### src/rtl/core/ptq_pkg.sv
package ptq_pkg;

    localparam int QUEUE_DEPTH_DEF = 16;
    localparam int PRIO_W = 10;
    localparam int HANDLE_W = 8;
    localparam int COUNT_OUT_W = 5;

    localparam logic [PRIO_W-1:0] RESET_IDLE_PRIORITY = 10'd999;

    // Register map (byte addresses).
    localparam int PADDR_W = 3;
    localparam logic [PADDR_W-1:0] REG_IDLE_PRIORITY = 3'd0;

    localparam logic [1:0] MODE_ENQUEUE  = 2'd0;
    localparam logic [1:0] MODE_DISPATCH = 2'd1;
    localparam logic [1:0] MODE_DONE     = 2'd2;

    localparam logic [1:0] ST_OK    = 2'd0;
    localparam logic [1:0] ST_FULL  = 2'd1;
    localparam logic [1:0] ST_EMPTY = 2'd2;

    localparam logic [1:0] CELL_HOLD       = 2'd0;
    localparam logic [1:0] CELL_INSERT     = 2'd1;
    localparam logic [1:0] CELL_POP        = 2'd2;
    localparam logic [1:0] CELL_INSERT_POP = 2'd3;

    typedef struct packed {
        logic [1:0]          mode;
        logic [HANDLE_W-1:0] task_handle;
        logic [PRIO_W-1:0]   task_priority;
    } t_cmd;

    typedef struct packed {
        logic [1:0]             status;
        logic                   dispatch_valid;
        logic [HANDLE_W-1:0]    dispatched_handle;
        logic [PRIO_W-1:0]      dispatched_priority;
        logic [COUNT_OUT_W-1:0] queue_count;
    } t_result;

    typedef struct packed {
        logic [PRIO_W-1:0]   prio;
        logic [HANDLE_W-1:0] handle;
    } t_slot;

    typedef struct packed {
        logic [1:0] op;
        t_slot      new_slot;
    } t_cell_ctl;

endpackage

### src/rtl/core/ptq_cell.sv
module ptq_cell (
    input  logic               i_clk,
    input  ptq_pkg::t_cell_ctl i_ctl,
    input  logic               i_occupied,
    input  logic               i_ge_left,
    input  logic               i_ge_right,
    input  ptq_pkg::t_slot     i_left,
    input  ptq_pkg::t_slot     i_right,
    output ptq_pkg::t_slot     o_slot,
    output logic               o_ge
);
    import ptq_pkg::*;

    t_slot r_slot;
    t_slot n_slot;

    // A new entry goes behind every entry of lower or equal priority number, so
    // this cell lies at or past the insertion point when it is empty or
    // holds a strictly larger priority number.
    assign o_ge = !i_occupied || (r_slot.prio > i_ctl.new_slot.prio);

    always_comb begin
        n_slot = r_slot;
        unique case (i_ctl.op)
            CELL_HOLD: begin
                n_slot = r_slot;
            end
            CELL_INSERT: begin
                if (i_ge_left) begin
                    n_slot = i_left;
                end else if (o_ge) begin
                    n_slot = i_ctl.new_slot;
                end
            end
            CELL_POP: begin
                n_slot = i_right;
            end
            CELL_INSERT_POP: begin
                // Insert and pop in one step: the queue after insertion,
                // moved one slot toward the head.
                if (!i_ge_right) begin
                    n_slot = i_right;
                end else if (!o_ge) begin
                    n_slot = i_ctl.new_slot;
                end
            end
            default: begin
                n_slot = r_slot;
            end
        endcase
    end

    always_ff @(posedge i_clk) begin
        r_slot <= n_slot;
    end

    assign o_slot = r_slot;

endmodule

### src/rtl/core/priority_task_queue.sv
// Channel   Direction  Transfer condition             Payload
// command   in         start && !busy at clock edge   i_cmd (mode, handle, priority)
// result    out        o_result_valid for one cycle   o_result (status, pop, count)
// config    in         psel && penable && pwrite      pwdata[9:0] -> idle_priority
//
// A command can be taken at every edge; the row of slot cells shifts all entries
// in parallel at the edge that takes the command.
// The result appears on the cycle after the command transfer and lasts one cycle.
// busy stays low; the receiver cannot stall, so no backpressure exists.
// Reset (synchronous, active low) empties the queue, clears the executing flag
// and sets idle and running priority to 999; slot contents are not cleared.
module priority_task_queue #(
    parameter int QUEUE_DEPTH = ptq_pkg::QUEUE_DEPTH_DEF
) (
    input  logic                          i_clk,
    input  logic                          i_rst_n,
    input  logic                          start,
    output logic                          busy,
    input  ptq_pkg::t_cmd                 i_cmd,
    output logic                          o_result_valid,
    output ptq_pkg::t_result              o_result,
    input  logic                          psel,
    input  logic                          penable,
    input  logic                          pwrite,
    input  logic [ptq_pkg::PADDR_W-1:0]   paddr,
    input  logic [31:0]                   pwdata,
    output logic [31:0]                   prdata,
    output logic                          pready
);
    import ptq_pkg::*;

    localparam int COUNT_W = $clog2(QUEUE_DEPTH + 1);

    logic [COUNT_W-1:0] r_count;
    logic [COUNT_W-1:0] n_count;
    logic [PRIO_W-1:0]  r_running;
    logic [PRIO_W-1:0]  n_running;
    logic               r_exec;
    logic               n_exec;
    logic [PRIO_W-1:0]  r_idle;
    logic               r_out_valid;
    t_result            r_out;
    t_result            n_out;

    t_cell_ctl          cell_ctl;
    t_slot              w_slot [QUEUE_DEPTH];
    logic               w_ge   [QUEUE_DEPTH];

    logic               cmd_fire;
    logic               cfg_write;
    logic               full;
    logic               preempt;
    t_slot              popped;

    assign busy     = 1'b0;
    assign pready   = 1'b1;
    assign cmd_fire = start && !busy;
    assign cfg_write = psel && penable && pwrite && pready
                       && (paddr == REG_IDLE_PRIORITY);
    assign prdata   = (paddr == REG_IDLE_PRIORITY) ? {{(32-PRIO_W){1'b0}}, r_idle} : 32'd0;

    assign full    = (r_count >= COUNT_W'(QUEUE_DEPTH));
    assign preempt = r_exec && (i_cmd.task_priority < r_running);

    always_comb begin
        cell_ctl.new_slot.prio   = i_cmd.task_priority;
        cell_ctl.new_slot.handle = i_cmd.task_handle;
        cell_ctl.op = CELL_HOLD;
        if (cmd_fire) begin
            priority case (1'b1)
                (i_cmd.mode == MODE_ENQUEUE) && !full:
                    cell_ctl.op = preempt ? CELL_INSERT_POP : CELL_INSERT;
                (i_cmd.mode == MODE_DISPATCH) && (r_count != '0):
                    cell_ctl.op = CELL_POP;
                default:
                    cell_ctl.op = CELL_HOLD;
            endcase
        end
    end

    for (genvar gi = 0; gi < QUEUE_DEPTH; gi++) begin : g_cell
        logic  ge_left;
        logic  ge_right;
        t_slot left_slot;
        t_slot right_slot;

        if (gi == 0) begin : g_head
            assign ge_left   = 1'b0;
            assign left_slot = cell_ctl.new_slot;
        end else begin : g_mid_l
            assign ge_left   = w_ge[gi-1];
            assign left_slot = w_slot[gi-1];
        end

        if (gi == QUEUE_DEPTH - 1) begin : g_tail
            assign ge_right   = 1'b1;
            assign right_slot = w_slot[gi];
        end else begin : g_mid_r
            assign ge_right   = w_ge[gi+1];
            assign right_slot = w_slot[gi+1];
        end

        ptq_cell u_cell (
            .i_clk      (i_clk),
            .i_ctl      (cell_ctl),
            .i_occupied (COUNT_W'(gi) < r_count),
            .i_ge_left  (ge_left),
            .i_ge_right (ge_right),
            .i_left     (left_slot),
            .i_right    (right_slot),
            .o_slot     (w_slot[gi]),
            .o_ge       (w_ge[gi])
        );
    end

    // With a preemption the popped entry is the head after insertion, which
    // is the new task only when it lands in front of every stored entry.
    assign popped = ((cell_ctl.op == CELL_INSERT_POP) && w_ge[0]) ? cell_ctl.new_slot
                                                                 : w_slot[0];

    always_comb begin
        n_count   = r_count;
        n_running = r_running;
        n_exec    = r_exec;

        n_out.status              = ST_OK;
        n_out.dispatch_valid      = 1'b0;
        n_out.dispatched_handle   = '0;
        n_out.dispatched_priority = '0;

        unique case (i_cmd.mode)
            MODE_ENQUEUE: begin
                if (full) begin
                    n_out.status = ST_FULL;
                end
            end
            MODE_DISPATCH: begin
                n_exec = 1'b1;
                if (r_count == '0) begin
                    n_out.status = ST_EMPTY;
                end
            end
            MODE_DONE: begin
                n_exec    = 1'b0;
                n_running = r_idle;
            end
            default: begin
                n_exec = r_exec;
            end
        endcase

        unique case (cell_ctl.op)
            CELL_INSERT:     n_count = r_count + 1'b1;
            CELL_POP:        n_count = r_count - 1'b1;
            CELL_INSERT_POP: n_count = r_count;
            default:         n_count = r_count;
        endcase

        if ((cell_ctl.op == CELL_POP) || (cell_ctl.op == CELL_INSERT_POP)) begin
            n_running                 = popped.prio;
            n_out.dispatch_valid      = 1'b1;
            n_out.dispatched_handle   = popped.handle;
            n_out.dispatched_priority = popped.prio;
        end

        n_out.queue_count = COUNT_OUT_W'(n_count);
    end

    always_ff @(posedge i_clk) begin
        if (!i_rst_n) begin
            r_count     <= '0;
            r_running   <= RESET_IDLE_PRIORITY;
            r_exec      <= 1'b0;
            r_idle      <= RESET_IDLE_PRIORITY;
            r_out_valid <= 1'b0;
        end else begin
            r_out_valid <= cmd_fire;
            if (cmd_fire) begin
                r_count   <= n_count;
                r_running <= n_running;
                r_exec    <= n_exec;
            end
            if (cfg_write) begin
                r_idle <= pwdata[PRIO_W-1:0];
            end
        end
    end

    always_ff @(posedge i_clk) begin
        if (cmd_fire) begin
            r_out <= n_out;
        end
    end

    assign o_result_valid = r_out_valid;
    assign o_result       = r_out;

endmodule

### config.mk
export PLATFORM = sky130hd
export DESIGN_NAME = priority_task_queue
export DESIGN_NICKNAME = d
export VERILOG_FILES = /design/src/rtl/core/ptq_pkg.sv /design/src/rtl/core/ptq_cell.sv /design/src/rtl/core/priority_task_queue.sv
export SDC_FILE = /design/constraint.sdc
export NUM_CORES = 1
export LEC_CHECK = 0
export ABC_AREA = 1
export BUFFER_PORTS_ARGS = -buffer_cell sky130_fd_sc_hd__clkbuf_2
export CORE_UTILIZATION = 55
export DETAILED_ROUTE_END_ITERATION = 8
export PLACE_DENSITY = 0.72
export SYNTH_ARGS = -nofsm -noshare
export SYNTH_HDL_FRONTEND = slang
export SYNTH_SLANG_ARGS = --single-unit
### constraint.sdc
create_clock -name i_clk -period 8.2 [get_ports i_clk]
set_clock_uncertainty 0.1 [all_clocks]
set_input_delay 0.82 -clock i_clk [delete_from_list [all_inputs] [get_ports i_clk]]
set_output_delay 0.82 -clock i_clk [all_outputs]
set_load 0.005 [all_outputs]
==> results.rst <==
.. list-table::
   :header-rows: 1

   * - Metric
     - Value
   * - Critical path launch point type
     - input port
   * - TritonCTS buffer count
     - 41
   * - Destination of the worst register-to-register timing path
     - g_cell[7].u_cell.o_slot[8]
   * - First DRT Iteration DRCs
     - 3413
   * - Worst Min Path Start
     - pwdata[1]
   * - Clock share of power
     - 0.316
   * - Yosys warning total
     - 0
   * - Setup Buffers After CTS
     - 0
   * - Unrepaired setup endpoints after global routing
     - false
   * - Outcome
     - finished, final reports clean
   * - Core area
     - 0.0500 mm²
   * - Max-cap viol count
     - 0
   * - Starting utilization of the core area
     - 0.557
   * - Total power draw
     - 5.83 mW
   * - Initial antenna violation count
     - 1
   * - Clock tree from TritonCTS
     - built
   * - Highest clock rate
     - 192 MHz
   * - Critical Path Source
     - i_cmd[5]
   * - Clock slew at the register clock pins of the worst setup and hold paths
     - 0.06 ns
   * - Fin crit period
     - 5.21 ns
   * - Worst hold endpoint
     - r_idle[1]
   * - Layout Nets
     - 4118
   * - Final RePlAce weighted congestion
     - 0.912
   * - Die height
     - 227 µm
   * - Area of the die
     - 0.0515 mm²
   * - Final clock period utilization by the worst path
     - 0.635
   * - Internal Dissipation
     - 3.73 mW
   * - Flop pwr share
     - 0.393
   * - H-tree depth
     - 2
   * - Final Max Tran Viols
     - 0
   * - Hold Path Depth
     - 3
   * - Final design utilization
     - 0.590
   * - Post-route DRC violation count
     - 0
   * - Worst R2R Start
     - r_count[1]
   * - Post-synthesis area per instance
     - 6.96 µm²
   * - Synth area leaders
     - edfxtp_1 (34%), nand3_1 (23%), nand2_1 (14%)
   * - Flop2flop setup slack
     - 3.09 ns
   * - Switching power of the nets
     - 2.09 mW
   * - Top-level port count
     - 122
   * - Maximum number of pins on one net before global-route repair
     - 222
   * - Number of iterations in the first detailed-routing pass
     - 6
   * - Crit path kind
     - input port to register
   * - Post-CTS Resized
     - 0
   * - Comb power frac
     - 0.291
   * - Worst EP arrival
     - 5.53 ns
   * - Routed length per instance
     - 18.9 µm
   * - Count of input and output buffers
     - 75
   * - Vias/cell
     - 5.92
   * - Number of rows created at floorplan
     - 82
   * - CTS Root Buffer Type
     - clkbuf_16
   * - Post-Route Setup TNS
     - 0 ns
   * - Clk_lat worst skew
     - 0.58 ns
   * - Critical path capture point type
     - register
   * - Number of global-route vias before repair
     - 23819
   * - Switch share
     - 0.359
   * - Number of synthesized register bits
     - 341
   * - Mapped Cells
     - 3996
   * - Share of the yosys chip area belonging to registers
     - 0.359
   * - Distinct cell type count after synthesis
     - 46
   * - Clock sink count
     - 341
   * - Vias
     - 27111
   * - Global-route wire length before repair
     - 135 mm
   * - Overall overflow remaining after global route
     - 0
   * - Count of hold-fix buffers inserted at cts
     - 0
   * - Static power due to leakage
     - 13.6 nW
   * - Final HPWL DP
     - 57.3 mm
   * - Number of cells traversed by the worst register-to-register path
     - 15
   * - Data required time of the worst path
     - 8.51 ns
   * - Path type of the worst min-delay path
     - input port to register
   * - CP Max Fanout
     - 105
   * - Area leader, netlist
     - edfxtp_1
   * - Remaining max-slew budget at the tightest pin
     - 0.127
   * - Floorplan die width
     - 227 µm
   * - Layout cells sized above 1
     - 0.0630
   * - Maximum count of clock buffers along a single path
     - 3
   * - Maximum vdd ir drop
     - 157 µV
   * - Number of nets with antenna violations after routing
     - 0
   * - Share of the synthesized area in the top cell type
     - 0.339
   * - Tightest Pin Transition
     - 1.31 ns
   * - Antenna diode count
     - 0
   * - Post-synth design cell area
     - 0.0278 mm²
   * - Aggregate routed wire length
     - 86.5 mm
   * - Layout Area Growth over Synthesis
     - 6.03%
   * - All-Layer GR Usage
     - 0.333
   * - Final Hold Vio Count
     - 0
   * - Final setup vio count
     - 0
   * - Pwr per Cell Area
     - 198 mW/mm²
==> synth_stat cells (all sizes together) <==
master,number
o31a,1
a211oi,2
o21a,14
dfxtp,27
a311oi,1
nor3,14
buf,182
conb,2
o21ai,86
nand2,1071
a21boi,1
a31oi,1
a21oi,100
nor2,96
a22o,1
ha,180
o32ai,1
edfxtp,314
o21bai,3
nand3,1301
o31ai,2
inv,389
nand3b,1
o211ai,26
o221ai,1
nand4,19
clkinv,3
a21o,1
and2,1
clkbuf,155
==> power groups by stage <==
stage                     logic [mW]  registers [mW]  clock network (mW)
after floorplan                 1.23            2.27                   0
after global placement          1.62            2.32                   0
after detailed placement        1.66            2.31                   0
after CTS                       1.66            2.28                1.85
after global routing            1.89            2.30                1.91
final                           1.70            2.29                1.84
==> cells by family (layout without fill, tap and decap cells) <==
family,Yosys count,after routing,synth area share
simple gates,2503,2503,0.401
fa+ha+maj,180,180,0.0810
other cells,2,24,0.000270
compound gates,241,241,0.0495
flops,341,341,0.359
buf+inv,729,617,0.110
==> metrics by stage <==
stage	cell area, µm²	std cells	hold slack [ns]	setup WS, ns
global route	29500	4578	0.376	2.74
CTS	29500	4578	0.350	3.14
detailed placement	28200	4506	0.353	2.57
global placement	28200	4506	0.353	2.61
finish	29500	4578	0.367	2.99
floorplan	27900	4018	0.335	3.79
==> cells in the final DEF, fill, tap and decap left out, types with 5 or more instances in the layout <==
| master | count |
|---|---|
| nand3_1 | 1301 |
| nand2_1 | 1063 |
| inv_1 | 370 |
| o21ai_0 | 77 |
| o211ai_1 | 25 |
| clkinv_1 | 13 |
| nor2_1 | 92 |
| inv_2 | 18 |
| nand2_2 | 7 |
| edfxtp_1 | 314 |
| nand4_1 | 19 |
| ha_1 | 179 |
| dfxtp_1 | 27 |
| conb_1 | 24 |
| clkbuf_16 | 45 |
| o21ai_1 | 5 |
| clkbuf_2 | 75 |
| nor3_1 | 13 |
| buf_4 | 76 |
| o21a_1 | 14 |
| clkbuf_1 | 8 |
| a21oi_1 | 100 |
==> per-layer routing <==
metal | share of wire | vias up | track usage
met5 | 0.00015 | - | 0
met2 | 0.44 | 1353 | 0.497
li1 | - | 13218 | -
met4 | 0.036 | 2 | 0.121
met1 | 0.43 | 12400 | 0.479
met3 | 0.098 | 138 | 0.0609
==> layout make-up <==
class / count / area [µm²]
inverters: 392 / 1470
multi-input cells: 2948 / 14900
flip-flops and latches: 341 / 9970
clock inverters: 17 / 131
well taps: 672 / 841
fillers: 4700 / 20500
repair buffers: 153 / 986
clock buffers: 55 / 1180
==> how the worst max path moves through the flow <==
stage / end / slack [ns]
2_1_floorplan: g_cell[5].u_cell.o_slot[0] / 3.79
3_3_place_gp: g_cell[7].u_cell.o_slot[8] / 2.61
3_5_place_dp: g_cell[7].u_cell.o_slot[8] / 2.57
4_1_cts: g_cell[7].u_cell.o_slot[17] / 3.14
5_1_grt: g_cell[7].u_cell.o_slot[17] / 2.74
6_report: g_cell[7].u_cell.o_slot[8] / 2.99
==> critical path: stages <==
cell,delay (ns)
clkbuf_2,0.22
ha_1,0.36
a21oi_1,0.13
o21ai_0,0.12
nand2_1,0.08
nand4_1,0.10
nand3_1,0.09
o21ai_0,0.17
inv_1,0.20
ha_4,0.17
buf_4,0.77
buf_4,1.01
buf_4,0.86
nand2_1,0.12
nand3_1,0.15
==> registers in the layout, summed over array words and instances (netlist names) <==
signal / flops
r_running: 10
r_idle: 10
r_exec: 1
o_result_valid: 1
o_result: 26
g_cell.u_cell.o_slot: 288
r_count: 5
Note: power is estimated with default switching activity, not from simulation.
